File: src/rtl/core/brz_pkg.sv
// Shared types and constants of the Bresenham line rasterizer.
package brz_pkg;

    localparam int COORD_BITS_DEF = 16;
    localparam int QUEUE_DEPTH    = 2;

    typedef enum logic {
        KIND_LINE = 1'b0,
        KIND_STEP = 1'b1
    } t_kind;

    typedef struct packed {
        t_kind kind;
        logic  x_neg;
        logic  y_neg;
    } t_cmd_ctl;

    localparam int CTL_BITS = $bits(t_cmd_ctl);

endpackage

File: src/rtl/core/brz_front.sv
// Front end: unpack an input transfer and form absolute deltas and step directions.
module brz_front #(
    parameter int COORD_BITS = brz_pkg::COORD_BITS_DEF
) (
    input  logic [((4*COORD_BITS+7)/8)*8-1:0] i_tdata,
    input  logic                              i_tuser,
    output brz_pkg::t_cmd_ctl                 o_ctl,
    output logic [COORD_BITS-1:0]             o_start_x,
    output logic [COORD_BITS-1:0]             o_start_y,
    output logic [COORD_BITS-1:0]             o_len_x,
    output logic [COORD_BITS-1:0]             o_len_y
);
    import brz_pkg::*;

    logic [COORD_BITS-1:0] w_end_x;
    logic [COORD_BITS-1:0] w_end_y;
    logic [COORD_BITS:0]   w_dx;
    logic [COORD_BITS:0]   w_dy;
    logic [COORD_BITS:0]   w_abs_dx;
    logic [COORD_BITS:0]   w_abs_dy;

    assign o_start_x = i_tdata[COORD_BITS-1:0];
    assign o_start_y = i_tdata[2*COORD_BITS-1:COORD_BITS];
    assign w_end_x   = i_tdata[3*COORD_BITS-1:2*COORD_BITS];
    assign w_end_y   = i_tdata[4*COORD_BITS-1:3*COORD_BITS];

    assign w_dx = {w_end_x[COORD_BITS-1], w_end_x} - {o_start_x[COORD_BITS-1], o_start_x};
    assign w_dy = {w_end_y[COORD_BITS-1], w_end_y} - {o_start_y[COORD_BITS-1], o_start_y};

    assign w_abs_dx = w_dx[COORD_BITS] ? ((COORD_BITS+1)'(0) - w_dx) : w_dx;
    assign w_abs_dy = w_dy[COORD_BITS] ? ((COORD_BITS+1)'(0) - w_dy) : w_dy;

    assign o_len_x = w_abs_dx[COORD_BITS-1:0];
    assign o_len_y = w_abs_dy[COORD_BITS-1:0];

    always_comb begin
        o_ctl.kind  = i_tuser ? KIND_STEP : KIND_LINE;
        o_ctl.x_neg = w_dx[COORD_BITS];
        o_ctl.y_neg = w_dy[COORD_BITS];
    end

endmodule

File: src/rtl/core/brz_queue.sv
// Short command queue between the front end and the pixel stepper.
module brz_queue #(
    parameter int WIDTH = 8,
    parameter int DEPTH = brz_pkg::QUEUE_DEPTH
) (
    input  logic             i_clk,
    input  logic             i_rst_n,
    input  logic             i_push_valid,
    output logic             o_push_ready,
    input  logic [WIDTH-1:0] i_push_data,
    output logic             o_pop_valid,
    input  logic             i_pop_ready,
    output logic [WIDTH-1:0] o_pop_data
);
    import brz_pkg::*;

    localparam int PTR_BITS = (DEPTH > 1) ? $clog2(DEPTH) : 1;
    localparam int CNT_BITS = $clog2(DEPTH + 1);

    logic [WIDTH-1:0]    r_mem [DEPTH];
    logic [PTR_BITS-1:0] r_wr_ptr;
    logic [PTR_BITS-1:0] r_rd_ptr;
    logic [CNT_BITS-1:0] r_count;
    logic [PTR_BITS-1:0] n_wr_ptr;
    logic [PTR_BITS-1:0] n_rd_ptr;
    logic [CNT_BITS-1:0] n_count;
    logic                w_push;
    logic                w_pop;

    function automatic logic [PTR_BITS-1:0] next_ptr(input logic [PTR_BITS-1:0] ptr);
        next_ptr = (ptr == PTR_BITS'(DEPTH - 1)) ? '0 : ptr + PTR_BITS'(1);
    endfunction

    assign o_push_ready = (r_count != CNT_BITS'(DEPTH));
    assign o_pop_valid  = (r_count != '0);
    assign o_pop_data   = r_mem[r_rd_ptr];
    assign w_push       = i_push_valid && o_push_ready;
    assign w_pop        = o_pop_valid && i_pop_ready;

    always_comb begin
        n_wr_ptr = w_push ? next_ptr(r_wr_ptr) : r_wr_ptr;
        n_rd_ptr = w_pop  ? next_ptr(r_rd_ptr) : r_rd_ptr;
        case ({w_push, w_pop})
            2'b10:   n_count = r_count + CNT_BITS'(1);
            2'b01:   n_count = r_count - CNT_BITS'(1);
            default: n_count = r_count;
        endcase
    end

    always_ff @(posedge i_clk) begin
        if (w_push) begin
            r_mem[r_wr_ptr] <= i_push_data;
        end
    end

    always_ff @(posedge i_clk) begin
        if (!i_rst_n) begin
            r_wr_ptr <= '0;
            r_rd_ptr <= '0;
            r_count  <= '0;
        end else begin
            r_wr_ptr <= n_wr_ptr;
            r_rd_ptr <= n_rd_ptr;
            r_count  <= n_count;
        end
    end

endmodule

File: src/rtl/core/brz_back.sv
// Back end: line setup, Bresenham error stepping and the output register.
module brz_back #(
    parameter int COORD_BITS = brz_pkg::COORD_BITS_DEF
) (
    input  logic                  i_clk,
    input  logic                  i_rst_n,
    input  logic                  i_cmd_valid,
    output logic                  o_cmd_ready,
    input  brz_pkg::t_cmd_ctl     i_ctl,
    input  logic [COORD_BITS-1:0] i_start_x,
    input  logic [COORD_BITS-1:0] i_start_y,
    input  logic [COORD_BITS-1:0] i_len_x,
    input  logic [COORD_BITS-1:0] i_len_y,
    output logic                  o_tvalid,
    input  logic                  i_tready,
    output logic [COORD_BITS-1:0] o_pixel_x,
    output logic [COORD_BITS-1:0] o_pixel_y,
    output logic                  o_last
);
    import brz_pkg::*;

    localparam int ERR_BITS = COORD_BITS + 2;

    logic [COORD_BITS-1:0] r_cur_x, n_cur_x;
    logic [COORD_BITS-1:0] r_cur_y, n_cur_y;
    logic [ERR_BITS-1:0]   r_err, n_err;
    logic [COORD_BITS-1:0] r_major, n_major;
    logic [COORD_BITS-1:0] r_minor, n_minor;
    logic                  r_x_neg, n_x_neg;
    logic                  r_y_neg, n_y_neg;
    logic                  r_y_major, n_y_major;
    logic [COORD_BITS-1:0] r_steps, n_steps;
    logic                  r_active, n_active;
    logic                  r_out_valid, n_out_valid;
    logic [COORD_BITS-1:0] r_out_x, n_out_x;
    logic [COORD_BITS-1:0] r_out_y, n_out_y;
    logic                  r_out_last, n_out_last;

    logic                  w_take;
    logic                  w_line_y_major;
    logic [COORD_BITS-1:0] w_line_major;
    logic [COORD_BITS-1:0] w_line_minor;
    logic [ERR_BITS-1:0]   w_line_err;
    logic                  w_move_minor;
    logic [COORD_BITS-1:0] w_step_x;
    logic [COORD_BITS-1:0] w_step_y;
    logic [ERR_BITS-1:0]   w_err_delta;
    logic [COORD_BITS-1:0] w_steps_dec;

    assign o_cmd_ready = !r_out_valid || i_tready;
    assign w_take      = i_cmd_valid && o_cmd_ready;

    assign w_line_y_major = !(i_len_y < i_len_x);
    assign w_line_major   = w_line_y_major ? i_len_y : i_len_x;
    assign w_line_minor   = w_line_y_major ? i_len_x : i_len_y;
    assign w_line_err     = {1'b0, w_line_minor, 1'b0} - {2'b00, w_line_major};

    assign w_move_minor = !r_err[ERR_BITS-1];
    assign w_step_x     = r_x_neg ? r_cur_x - COORD_BITS'(1) : r_cur_x + COORD_BITS'(1);
    assign w_step_y     = r_y_neg ? r_cur_y - COORD_BITS'(1) : r_cur_y + COORD_BITS'(1);
    assign w_err_delta  = w_move_minor ? ({1'b0, r_minor, 1'b0} - {1'b0, r_major, 1'b0})
                                       : {1'b0, r_minor, 1'b0};
    assign w_steps_dec  = r_steps - COORD_BITS'(1);

    always_comb begin
        n_cur_x     = r_cur_x;
        n_cur_y     = r_cur_y;
        n_err       = r_err;
        n_major     = r_major;
        n_minor     = r_minor;
        n_x_neg     = r_x_neg;
        n_y_neg     = r_y_neg;
        n_y_major   = r_y_major;
        n_steps     = r_steps;
        n_active    = r_active;
        n_out_valid = r_out_valid && !i_tready;
        n_out_x     = r_out_x;
        n_out_y     = r_out_y;
        n_out_last  = r_out_last;
        if (w_take) begin
            case (i_ctl.kind)
                KIND_LINE: begin
                    n_cur_x     = i_start_x;
                    n_cur_y     = i_start_y;
                    n_err       = w_line_err;
                    n_major     = w_line_major;
                    n_minor     = w_line_minor;
                    n_x_neg     = i_ctl.x_neg;
                    n_y_neg     = i_ctl.y_neg;
                    n_y_major   = w_line_y_major;
                    n_steps     = w_line_major;
                    n_active    = (w_line_major != '0);
                    n_out_valid = 1'b1;
                    n_out_x     = i_start_x;
                    n_out_y     = i_start_y;
                    n_out_last  = (w_line_major == '0);
                end
                KIND_STEP: begin
                    if (r_active) begin
                        if (!r_y_major || w_move_minor) begin
                            n_cur_x = w_step_x;
                        end
                        if (r_y_major || w_move_minor) begin
                            n_cur_y = w_step_y;
                        end
                        n_err       = r_err + w_err_delta;
                        n_steps     = w_steps_dec;
                        n_active    = (w_steps_dec != '0);
                        n_out_valid = 1'b1;
                        n_out_x     = n_cur_x;
                        n_out_y     = n_cur_y;
                        n_out_last  = (w_steps_dec == '0);
                    end
                end
                default: begin
                end
            endcase
        end
    end

    always_ff @(posedge i_clk) begin
        r_cur_x    <= n_cur_x;
        r_cur_y    <= n_cur_y;
        r_err      <= n_err;
        r_major    <= n_major;
        r_minor    <= n_minor;
        r_x_neg    <= n_x_neg;
        r_y_neg    <= n_y_neg;
        r_y_major  <= n_y_major;
        r_steps    <= n_steps;
        r_out_x    <= n_out_x;
        r_out_y    <= n_out_y;
        r_out_last <= n_out_last;
    end

    always_ff @(posedge i_clk) begin
        if (!i_rst_n) begin
            r_active    <= 1'b0;
            r_out_valid <= 1'b0;
        end else begin
            r_active    <= n_active;
            r_out_valid <= n_out_valid;
        end
    end

    assign o_tvalid  = r_out_valid;
    assign o_pixel_x = r_out_x;
    assign o_pixel_y = r_out_y;
    assign o_last    = r_out_last;

endmodule

File: src/rtl/core/bresenham_line_rasterizer_unit.sv
// Top level of the Bresenham line rasterizer: front end, command queue, pixel stepper.
// An input transfer is registered in the queue, then in the output register of the stepper.
// One item per cycle unless the output register is stalled; each step updates the error term.
// Step items that arrive while no line is active leave without producing a pixel.
// Reset (i_rst_n low, synchronous) empties the queue, ends any line and clears m_axis_tvalid.
module bresenham_line_rasterizer_unit #(
    parameter int COORD_BITS = brz_pkg::COORD_BITS_DEF
) (
    input  logic                                  i_clk,
    input  logic                                  i_rst_n,
    input  logic                                  s_axis_tvalid,
    output logic                                  s_axis_tready,
    input  logic [((4*COORD_BITS+7)/8)*8-1:0]     s_axis_tdata,  // start_x, start_y, end_x, end_y
    input  logic                                  s_axis_tuser,  // kind
    output logic                                  m_axis_tvalid,
    input  logic                                  m_axis_tready,
    output logic [((2*COORD_BITS+7)/8)*8-1:0]     m_axis_tdata,  // pixel_x, pixel_y
    output logic                                  m_axis_tlast
);
    import brz_pkg::*;

    localparam int CMD_BITS = CTL_BITS + 4 * COORD_BITS;

    t_cmd_ctl              w_front_ctl;
    logic [COORD_BITS-1:0] w_front_sx;
    logic [COORD_BITS-1:0] w_front_sy;
    logic [COORD_BITS-1:0] w_front_lx;
    logic [COORD_BITS-1:0] w_front_ly;
    logic [CMD_BITS-1:0]   w_push_data;
    logic [CMD_BITS-1:0]   w_pop_data;
    logic                  w_pop_valid;
    logic                  w_pop_ready;
    t_cmd_ctl              w_back_ctl;
    logic [COORD_BITS-1:0] w_back_sx;
    logic [COORD_BITS-1:0] w_back_sy;
    logic [COORD_BITS-1:0] w_back_lx;
    logic [COORD_BITS-1:0] w_back_ly;
    logic [COORD_BITS-1:0] w_pixel_x;
    logic [COORD_BITS-1:0] w_pixel_y;

    brz_front #(
        .COORD_BITS(COORD_BITS)
    ) u_front (
        .i_tdata   (s_axis_tdata),
        .i_tuser   (s_axis_tuser),
        .o_ctl     (w_front_ctl),
        .o_start_x (w_front_sx),
        .o_start_y (w_front_sy),
        .o_len_x   (w_front_lx),
        .o_len_y   (w_front_ly)
    );

    assign w_push_data = {w_front_ctl, w_front_sx, w_front_sy, w_front_lx, w_front_ly};

    brz_queue #(
        .WIDTH(CMD_BITS),
        .DEPTH(QUEUE_DEPTH)
    ) u_queue (
        .i_clk        (i_clk),
        .i_rst_n      (i_rst_n),
        .i_push_valid (s_axis_tvalid),
        .o_push_ready (s_axis_tready),
        .i_push_data  (w_push_data),
        .o_pop_valid  (w_pop_valid),
        .i_pop_ready  (w_pop_ready),
        .o_pop_data   (w_pop_data)
    );

    assign {w_back_ctl, w_back_sx, w_back_sy, w_back_lx, w_back_ly} = w_pop_data;

    brz_back #(
        .COORD_BITS(COORD_BITS)
    ) u_back (
        .i_clk       (i_clk),
        .i_rst_n     (i_rst_n),
        .i_cmd_valid (w_pop_valid),
        .o_cmd_ready (w_pop_ready),
        .i_ctl       (w_back_ctl),
        .i_start_x   (w_back_sx),
        .i_start_y   (w_back_sy),
        .i_len_x     (w_back_lx),
        .i_len_y     (w_back_ly),
        .o_tvalid    (m_axis_tvalid),
        .i_tready    (m_axis_tready),
        .o_pixel_x   (w_pixel_x),
        .o_pixel_y   (w_pixel_y),
        .o_last      (m_axis_tlast)
    );

    always_comb begin
        m_axis_tdata = '0;
        m_axis_tdata[COORD_BITS-1:0]            = w_pixel_x;
        m_axis_tdata[2*COORD_BITS-1:COORD_BITS] = w_pixel_y;
    end

endmodule

File: config.mk
export PLATFORM = sky130hd
export DESIGN_NAME = bresenham_line_rasterizer_unit
export DESIGN_NICKNAME = d
export VERILOG_FILES = /design/src/rtl/core/brz_pkg.sv /design/src/rtl/core/brz_front.sv /design/src/rtl/core/brz_queue.sv /design/src/rtl/core/brz_back.sv /design/src/rtl/core/bresenham_line_rasterizer_unit.sv
export SDC_FILE = /design/constraint.sdc
export NUM_CORES = 1
export LEC_CHECK = 0
export CORE_UTILIZATION = 40
export DETAILED_ROUTE_END_ITERATION = 16
export DONT_BUFFER_PORTS = 1
export GPL_ROUTABILITY_DRIVEN = 0
export PLACE_DENSITY = 0.65
export SLEW_MARGIN = 20
export SYNTH_ARGS = -nofsm -noshare
export SYNTH_HDL_FRONTEND = slang
export SYNTH_SLANG_ARGS = --single-unit
File: constraint.sdc
create_clock -name i_clk -period 14.57 [get_ports i_clk]
set_input_delay 2.914 -clock i_clk [delete_from_list [all_inputs] [get_ports i_clk]]
set_output_delay 2.914 -clock i_clk [all_outputs]
set_load 0.1 [all_outputs]
* After elaboration in Yosys (flattened, before gate mapping)
Memory sizes are Yosys's and may differ from the RTL's. A register that Yosys moved wholly into a read port is not among the register bits.
Index checks and enable logic that the tools add are counted.
** Storage, ports and cells
- Register bits :: 108
- Bits in latches :: 0
- Memory bits (writable) :: 134
- ROM bits :: 0
- Word-level logic and storage cells :: 93
- Memories kept :: 1
** Memory list
- u_queue.r_mem :: depth 2, width 67, read ports 1, clocked after memory_dff 1, write ports 1, line brz_queue.sv:20 : logic [WIDTH-1:0] r_mem [DEPTH];
** Cells by class
- $add $sub $neg :: 16
- $mul :: 0
- Div/mod/pow operators :: 0
- Order comparisons :: 1
- Eq/ne operators :: 6
- Shift operators :: 0
- Multiplexer cells :: 32
- Bitwise logic cells :: 1
- Reductions and logical operators :: 21
** Operators by type and width (number)
- $mux W16 :: 11
- $pmux W16 S2 :: 3
- $sub A16 B1 Y16 const B :: 3
- $mux W18 :: 2
- $pmux W18 S2 :: 1
- $sub A16 B16 Y17 :: 2
- $add A16 B1 Y16 const B :: 2
- $logic_not A16 Y1 :: 2
- $reduce_bool A16 Y1 :: 2
- $sub A1 B16 Y16 const A :: 2
- $add A18 B18 Y18 :: 1
- $sub A17 B16 Y18 :: 1
- $sub A17 B17 Y18 :: 1
- $lt A16 B16 Y1 :: 1
- $mux W1 :: 11
- $ne A3 B3 Y1 const B :: 2
- $pmux W1 S2 :: 3
- $reduce_and A3 Y1 :: 2
- $logic_not A1 Y1 :: 5
- $pmux W2 S2 :: 1
- $reduce_and A2 Y1 :: 2
- $reduce_bool A2 Y1 :: 2
- $logic_and A1 B1 Y1 :: 3
- $logic_or A1 B1 Y1 :: 3
- other kinds (8) :: 9

* Logic depth before layout (Yosys ltp)
Gate-level depths: netlist of the first run.
- Word-level depth :: 5
- Gate-level depth with buffers :: 28
- Mapped depth without buffers :: 23

* Hierarchy
Synthesis of the first run repeated with hierarchy kept, for this count alone.
** Unflattened totals
- Cells, all modules :: 1620
- Area total of the unflattened synthesis :: 16688.5 um^2
** Modules (own cells, without submodules)
- brz_back :: instances 1, cells each 988, area an instance 8882.3 um^2
- brz_queue :: instances 1, cells each 232, area an instance 5056.1 um^2
- brz_front :: instances 1, cells each 400, area an instance 2750.1 um^2

* Least setup slack after synthesis of the first run
OpenSTA, ideal clock, no wires.
- Path kind :: input-to-reg
- Start :: input s_axis_tvalid
- End :: memory u_queue.r_mem[0][0] in the netlist's numbering (enable)
- Data arrival time :: 5.863 ns
- Data required time :: 14.076 ns
- Setup slack :: 8.213 ns
- Stages :: 2
- Path buffers :: 0
- Path through :: nand2_1 > nor2_1
** Between the ends
- Cells in the longest elaborated chain, start to end :: 3
** Ends and longest elaborated chain
- start: declaration :: line bresenham_line_rasterizer_unit.sv:11 : input logic s_axis_tvalid,
- $logic_and A1 B1 Y1 :: line brz_queue.sv:37 : assign w_push = i_push_valid && o_push_ready;
- $mux W1 :: line brz_queue.sv:51 : if (w_push) begin
- $mux W1 (not written as such) :: line brz_queue.sv:52 : r_mem[r_wr_ptr] <= i_push_data;
- end: declaration :: line brz_queue.sv:20
No other way between the ends.

==> results of run 1 <==
[tightest hold or removal path, stage by stage, from the launching register on]
cell	delay (ns)
dfxtp_1	0.31
o21ai_0	0.15
a21oi_1	0.04
[worst min path at each step]
| stage | from | end | slack (ns) |
|---|---|---|---|
| 6_report | u_back.r_active | u_back.r_active | 0.54 |
| 5_1_grt | u_back.r_active | u_back.r_active | 0.57 |
| 4_1_cts | u_back.r_active | u_back.r_active | 0.54 |
| 3_5_place_dp | u_back.r_active | u_back.r_active | 0.52 |
| 3_3_place_gp | u_queue.r_count[1] | u_queue.r_count[1] | 0.50 |
| 2_1_floorplan | u_queue.r_count[1] | u_queue.r_count[1] | 0.48 |
[layer usage]
metal	up-vias	track usage, %	wire, um
met4	0	5.527	995
met3	54	2.289	2094
met2	263	29.68	16690
met1	5254	27.20	17540
li1	5450	-	-
met5	-	0	0
[cell usage in the layout (no fill, tap or decap), types with 9 or more instances in the layout]
cell type  Yosys  layout
o21a_1        15      15
or3_1         23      23
o31ai_1       10      10
nor2b_1       22      22
mux2_2         9       9
edfxtp_1     235     235
inv_1        122     122
a21boi_0      10      10
nor3_1        40      40
a21o_1        13      13
o21ai_0       87      87
a211oi_1      19      19
xor2_1        35      35
o21bai_1       9       9
nand2_1       98      98
nand3_1       30      30
xnor2_1       87      87
a31oi_1       14      12
clkbuf_16      0      28
buf_4          1       9
nor2_1       102     101
ha_1         125     125
a21oi_1      117     117
mux2i_1       78      77
nand2b_1      19      19
[logic make-up (layout without fill, tap and decap cells)]
kind of cell,after synthesis,in the layout,share of synthesized area (%)
DFF,242,242,46.46
and+or+nand+nor,386,386,12.01
adders and majority gates,133,133,11.07
buffers and inverters,158,183,3.918
muxes,87,87,5.695
AOI/OAI and AO/OA,351,351,13.95
xor gates and xnor gates,122,122,6.898
[area by class of cell]
type                       count  area [sq um]
clock buffer                  35         726.9
clock inverter                15         146.4
fill                        3560         20850
inverter                     124         465.4
multi-input combinational   1079          7745
sequential                   242          7201
tap                          511         639.4
timing repair buffer           9         67.56
[synthesized netlist by cell type (all sizes together) (13+ instances only)]
library cell	count
edfxtp	235
ha	125
inv	124
a21oi	118
nor2	102
nand2	98
o21ai	93
xnor2	87
mux2i	78
nor3	41
xor2	35
nand3	30
or3	24
nor2b	22
a211oi	19
nand2b	19
clkbuf	18
buf	16
a31oi	15
o21a	15
a21o	13
[registers in the layout, summed over array words and instances, names as in the netlist, named ones only]
name,flops
u_back.r_major,16
u_back.o_last,1
u_back.r_cur_y,16
u_back.r_err,17
u_back.r_active,1
u_back.r_cur_x,16
u_queue.r_wr_ptr,1
u_back.r_x_neg,1
u_queue.r_count,2
u_queue.r_rd_ptr,1
u_back.r_y_major,1
u_back.r_minor,16
u_back.r_steps,16
u_back.r_y_neg,1
u_back.o_tvalid,1
u_queue.r_mem,134
[metrics by stage]
stage,utilization (%),hold slack (ns)
detailed placement,42.54,0.5239
finish,44.90,0.5362
floorplan,-,0.4782
global route,44.90,0.5727
global placement,42.54,0.4979
CTS,44.85,0.5376
==> flow_metrics.tcl, run 1 <==
set metrics [dict create \
    cpMostUsedCell "mux2i_1" \
    yosysTopAreaCell "edfxtp_1" \
    dp_hpwl_mm 28.49 \
    place_ws_ns 7.870 \
    fin_setup_tns_ns 0 \
    die_x_um 198.8 \
    portBuffers 0 \
    grt_pass1_vias 10500 \
    worst_pin_slew_ns 1.092 \
    grt.total_usage_pct 18.88 \
    ys.flop_type "edfxtp_1" \
    required_ns 14.85 \
    clock_sinks 242 \
    cp_cell_sequence "buf_4 > mux2i_1 > inv_1 > ha_1 > a21oi_1 > o21ai_0 > a21oi_4 > buf_4 > inv_2 > mux2i_1 > inv_1 > fa_1 > a21o_1 > a31oi_1 > or2_2 > maj3_1 > nand2_1 > a41oi_1 > a211oi_1 > a41oi_1 > a21oi_1 > xor2_1 > mux2i_1" \
    antenna_found_initial 1 \
    synth_fp_nets 1680 \
    finalCritPeriodShare_pct 46.04 \
    cp.arrival_ns 6.99 \
    synthTopCellsByArea "edfxtp_1 46%, ha_1 10%, mux2i_1 5.0%" \
    ios 104 \
    rsz0062_at_grt "no" \
    final_cell_area_sq_um 16990 \
    fin_nets 1685 \
    syn_area_sq_um 15490 \
    grt_max_degree 69 \
    syn_inst 1479 \
    path_buf_inv 5 \
    ff2ff_path_depth 23 \
    htree_levels 1 \
    slowest_delay_ns 0.71 \
    cts_buffers 28 \
    path_delay_family "compound AO/OA/AOI/OAI gates" \
    first_iter_violations 915 \
    grt_pass1_wl_mm 57.46 \
    path_depth 23 \
    cts.reportedPaths.clkPinSlew_ns 0.06 \
    insertion_delay_ns 0.55 \
    yosysSeqAreaShare_pct 46.46 \
    cp_max_fo 48 \
    synth_top_area_share_pct 45.56 \
    critPathKind "register to register" \
    synth-seq-cells 242 \
    startpoint_type "register" \
    dr.pass1.iters 5 \
    max-cap-violations 0 \
    postRouteAntennaNets 0 \
    critical_path.endpoint_type "register" \
    cts_tree "built" \
    yosysUniqueCellTypes 68 \
    cts_hold_buffers 0 \
    placed_cells 1965 \
    endpoint "u_back.r_err[16]" \
    finClkSkew_ns 0.008628 \
    synth_edf_count 235 \
    row_count 71 \
    areaGrowthSynthToFinish_pct 9.693 \
    stdcell_count 2015 \
    holdCritPathClass "register to register" \
    r2r_end "u_back.r_err[16]" \
    cts_root_buf "clkbuf_16" \
    post_cts_resized 0 \
    holdPathStages 2 \
    outcome "finished, final reports clean" \
    synthArstFlopShare_pct 0 \
    wirelength_mm 37.32 \
    finalSetupViolCount 0 \
    route.detailed.wl_per_inst_um 18.52 \
    die-area_sq_um 39520 \
    yosys_warnings 0 \
    grt_overflow 0 \
    reg2reg_slack_ns 7.86 \
    setup_slack_ns 7.862 \
    cts_setup_buffers 0 \
    core_area_sq_um 37840 \
    start_util_pct 40.93 \
    fp.dieH_um 198.8 \
    via_count 11020 \
    hold_violations 0 \
    slew_viol_final 0 \
    slew_headroom_pct 27.18 \
    drc_errors 0 \
    drive_gt1_share_pct 5.120 \
    fmax_ghz 0.1491 \
    syn_avg_cell_area_sq_um 10.47 \
    critical_path.slowest_cell "dfxtp_4" \
    avgViaCountPerCell 5.469 \
    dpl_cell_area_sq_um 16100 \
    min_period_ns 6.708 \
    antenna-diode-count 0 \
    clk_path_buf_depth 3 \
]
Power of run 1 is left out: the tool's default activity adds up to more than one toggle a clock period on the data nets, which glitch-free logic cannot reach.
==> run 2: changes to the inputs <==
clock period = 6.9 ns   (was 14.57 ns; I/O delays follow)
==> run 2 against run 1 <==
Core utilization grew 0.19 points. Sequential cell count is the same. Sequential share of layout area shrank 0.18 points. Global-route usage grew 0.094 points. Non-clock buffer count grew 1. Via count grew 0.61%. Worst hold slack lost 0.0052 ns. Count of clock-buffer cells in the layout shrank 4. Fmax grew 6.9%. Clock skew grew 0.00093 ns.
==> flow_metrics.tcl, run 2 (synthesized netlist as in run 1, its figures left out) <==
set metrics [dict create \
    mostFrequentLayoutCell "edfxtp_1" \
    finalSetupViolCount 0 \
    outcome "finished, final reports clean" \
    largest_register_ffs 134 \
    route.detailed.wl_per_inst_um 18.69 \
    die_x_um 198.8 \
    cp.arrival_ns 6.56 \
    startpoint_type "register" \
    fin_nets 1685 \
    slowest_delay_ns 0.59 \
    cpMostUsedCell "mux2i_1" \
    critPathKind "register to register" \
    finClkSkew_ns 0.009559 \
    insertion_delay_ns 0.56 \
    postRouteAntennaNets 0 \
    avgViaCountPerCell 5.500 \
    cts_buffers 27 \
    regMostFlops "u_queue.r_mem" \
    path_delay_family "compound AO/OA/AOI/OAI gates" \
    via_count 11090 \
    r2r_end "u_back.r_err[16]" \
    ff2ff_path_depth 21 \
    grt_overflow 0 \
    grt.total_usage_pct 18.98 \
    fmax_ghz 0.1593 \
    holdPathStages 2 \
    antenna-diode-count 0 \
    path_buf_inv 1 \
    fill_cells 3541 \
    dr.pass1.iters 5 \
    grt_max_degree 69 \
    hold_violations 0 \
    cp_cell_sequence "mux2i_1 > ha_1 > and4_1 > o211ai_1 > a31oi_1 > a211o_1 > a21oi_4 > buf_4 > mux2i_1 > fa_1 > a21o_1 > a31oi_1 > or2_2 > maj3_1 > nand2_1 > a41oi_1 > a211oi_1 > a41oi_1 > a21oi_1 > xor2_1 > mux2i_1" \
    fin_setup_tns_ns 0 \
    min_from "u_queue.r_count[1]" \
    row_count 71 \
    core_area_sq_um 37840 \
    grt_pass1_vias 10280 \
    portBuffers 0 \
    drc_errors 0 \
    cts.reportedPaths.clkPinSlew_ns 0.06 \
    min_period_ns 6.276 \
    drive_gt1_share_pct 5.781 \
    slew_headroom_pct 27.19 \
    antenna_found_initial 1 \
    areaGrowthSynthToFinish_pct 10.15 \
    ios 104 \
    multi_input_area_sq_um 7749 \
    final_cell_mix "235 x edfxtp_1, 125 x ha_1, 122 x inv_1" \
    first_iter_violations 825 \
    worst_pin_slew_ns 1.092 \
    htree_levels 1 \
    rsz0062_at_grt "no" \
    worstHoldEndpoint "u_queue.r_count[1]" \
    register_area_sq_um 7201 \
    holdCritPathClass "register to register" \
    reg2reg_slack_ns 0.62 \
    slew_viol_final 0 \
    clock_sinks 242 \
    fp.dieH_um 198.8 \
    grt_pass1_wl_mm 57.39 \
    start_util_pct 40.93 \
    critical_path.endpoint_type "register" \
    top_regs "u_queue.r_mem (134), u_back.r_err (17)" \
    clk_path_buf_depth 3 \
    finalCritPeriodShare_pct 90.96 \
    max-cap-violations 0 \
    cts_tree "built" \
    cp_max_fo 35 \
    required_ns 7.18 \
    wirelength_mm 37.67 \
    cts_root_buf "clkbuf_16" \
    critical_path.slowest_cell "dfxtp_4" \
    dp_hpwl_mm 28.27 \
    die-area_sq_um 39520 \
]
-- run 2: final cells by class --
cell class	count	share of cell area, %
tap	511	3.747
sequential	242	42.20
multi-input combinational	1079	45.41
inverter	124	2.728
clock buffer	31	4.048
clock inverter	19	1.305
timing repair buffer	10	0.5573
-- run 2: worst max-delay path by stage --
stage | to | depth (start not counted)
finish | u_back.r_err[16] | 21
CTS | u_back.r_err[16] | 21
detailed placement | u_back.r_err[16] | 21
global route | u_back.r_err[16] | 21
floorplan | u_back.r_err[16] | 27
global placement | u_back.r_err[16] | 21
-- run 2: metal layers --
| metal | GRT usage (%) | up-vias | share of wire, % |
|---|---|---|---|
| li1 | - | 5457 | - |
| met1 | 27.25 | 5268 | 47 |
| met2 | 29.29 | 303 | 44 |
| met3 | 3.374 | 60 | 6.7 |
| met4 | 5.157 | 0 | 2.5 |
| met5 | 0 | - | 0 |
-- run 2: worst min-delay path: cells and delay by family, from the launching register on --
family	cells	cell delay, ns
AO/OA/AOI/OAI	2	0.15
flip-flops	1	0.33
-- run 2: what timing repair did --
action,CTS,global route
resized for setup,0,1
hold buffers,0,0
setup buffers,0,1
hold endpoints to repair,0,0
endpoints found under the setup margin,0,2
-- run 2: metrics by stage --
step | hold slack, ns | setup WS [ns] | instance area, sq um | instances | utilization (%)
2_1_floorplan | 0.4782 | 0.6596 | 15490 | 1479 | -
3_3_place_gp | 0.4909 | 0.6637 | 16100 | 1965 | 42.54
3_5_place_dp | 0.5222 | 0.4014 | 16100 | 1965 | 42.54
4_1_cts | 0.5348 | 0.3872 | 17010 | 2015 | 44.96
5_1_grt | 0.5742 | 0.1755 | 17060 | 2016 | 45.09
6_report | 0.5310 | 0.6239 | 17060 | 2016 | 45.09
Power of run 2 is left out for the same reason.
==> run 3: changes to the inputs <==
CORE_ASPECT_RATIO = 0.7   (was default)
==> run 3 against run 2 <==
Register-to-register slack worse by 0.06 ns. Non-clock buffer count grew 5. Global-route usage fell by 1.1 points. Sequential share of layout area up 0.36 points. Via count fell by 0.81%. Die area about the same. Core utilization is 0.15 points lower. Cell count down 1.4%. Fmax decreased by 1.0%. Sequential cell count is the same. Count of clock-buffer cells in the layout is 6 lower. Highest routed layer unchanged.
==> flow_metrics.tcl, run 3 (synthesized netlist as in run 1, its figures left out) <==
set metrics [dict create \
    core_area_sq_um 37650 \
    ios 104 \
    cp_max_fo 33 \
    cts_root_buf "clkbuf_16" \
    die-area_sq_um 39530 \
    first_iter_violations 843 \
    path_delay_family "compound AO/OA/AOI/OAI gates" \
    antenna-diode-count 0 \
    dp_hpwl_mm 27.06 \
    post-route-util_pct 44.94 \
    mostFrequentLayoutCell "edfxtp_1" \
    startpoint_type "register" \
    finClkSkew_ns 0.01806 \
    htree_levels 1 \
    grt_overflow 0 \
    cp_cell_sequence "mux2i_1 > ha_1 > and4_1 > o211ai_1 > a31oi_1 > a211o_1 > a21oi_4 > nor2_1 > a21oi_1 > inv_1 > fa_1 > a21o_1 > a31oi_1 > or2_2 > maj3_1 > nand2_1 > a41oi_1 > a211oi_1 > a41oi_1 > a21oi_1 > xor2_1 > mux2i_1" \
    portBuffers 0 \
    cts_setup_buffers 0 \
    cts.reportedPaths.clkPinSlew_ns 0.07 \
    regMostFlops "u_queue.r_mem" \
    cts_tree "built" \
    min_period_ns 6.340 \
    rsz0062_at_grt "no" \
    avgViaCountPerCell 5.532 \
    grt.total_usage_pct 17.89 \
    fin_setup_tns_ns 0 \
    areaGrowthSynthToFinish_pct 9.224 \
    postRouteAntennaNets 0 \
    dr.pass1.iters 7 \
    max-cap-violations 0 \
    antenna_found_initial 0 \
    drc_errors 0 \
    worst_pin_slew_ns 1.098 \
    insertion_delay_ns 0.53 \
    outcome "finished, final reports clean" \
    grt_pass1_vias 10060 \
    die_x_um 237.2 \
    final_cell_mix "235 x edfxtp_1, 125 x ha_1, 122 x inv_1" \
    post_cts_resized 0 \
    hold_ws_ns 0.5390 \
    fp.dieH_um 166.6 \
    grt_max_degree 78 \
    critical_path.endpoint_type "register" \
    route.detailed.wl_per_inst_um 18.11 \
    finalSetupViolCount 0 \
    via_count 11000 \
    slew_viol_final 0 \
    holdCritPathClass "register to register" \
    wirelength_mm 35.99 \
    path_buf_inv 1 \
    critical_path.slowest_cell "dfxtp_4" \
    cts_hold_buffers 0 \
    required_ns 7.14 \
    fmax_ghz 0.1577 \
    top_regs "u_queue.r_mem (134), u_back.r_err (17)" \
    clk_path_buf_depth 3 \
    grt_pass1_wl_mm 56.36 \
    drive_gt1_share_pct 5.467 \
    largest_register_ffs 134 \
    critPathKind "register to register" \
    clock_sinks 242 \
    slew_headroom_pct 26.31 \
    cp.arrival_ns 6.58 \
    hold_violations 0 \
    cts_buffers 23 \
    finalCritPeriodShare_pct 91.88 \
    fin_nets 1686 \
    row_count 59 \
    start_util_pct 41.14 \
    slowest_delay_ns 0.68 \
]
-- run 3: changes by cell type in the layout (fill, tap and decap cells not counted), moves of 2 or more --
cell / change
buf_4: +6
clkbuf_1: -2
clkbuf_16: -4
clkinv_2: -3
clkinvlp_4: -2
-- run 3: path summary, 6_finish.rpt --
check / end / slack, ns / from / cells after the start
setup / recovery: u_back.r_err[16] / 0.56 / register / 22
hold / removal: u_queue.r_count[1] / 0.54 / u_queue.r_count[1] / 2
setup reg to reg: u_back.r_err[16] / 0.56 / register / 22
hold reg to reg: u_queue.r_count[1] / 0.54 / u_queue.r_count[1] / 2
-- run 3: per-layer routing --
metal	global-route usage [%]	wire (um)	share of wire, %	vias to the layer above
met2	25.00	14400	40	312
met5	0	0	0	-
met4	2.749	512	1.4	0
met3	4.276	2821	7.8	36
met1	28.01	18260	51	5212
li1	-	-	-	5438
-- run 3: worst reg2reg max path, delay by kind of cell (launching register included) --
kind            cells  cell delay (ns)
buf+inv             1             0.17
flops               1             0.68
simple gates        4             0.52
compound gates     11             2.83
xor+xnor            1             0.14
mux                 2             0.71
fa+ha+maj           3             1.00
-- run 3: per-stage QoR --
| step | instances | area, sq um | setup WS, ns |
|---|---|---|---|
| after detailed placement | 1948 | 16120 | 0.6048 |
| after CTS | 1988 | 16910 | 0.5829 |
| after global routing | 1988 | 16920 | 0.1429 |
| final | 1988 | 16920 | 0.5601 |
| after floorplan | 1479 | 15490 | 0.6596 |
| after global placement | 1948 | 16120 | 0.8024 |
-- run 3: area by class of cell --
| cell class | instances | area, sq um |
|---|---|---|
| Sequential cell | 242 | 7201 |
| Clock inverter | 15 | 206.4 |
| Fill cell | 3480 | 20730 |
| Multi-Input combinational cell | 1079 | 7740 |
| Inverter | 124 | 465.4 |
| Tap cell | 488 | 610.6 |
| Timing Repair Buffer | 15 | 112.6 |
| Clock buffer | 25 | 583.1 |
Power of run 3 is left out for the same reason.
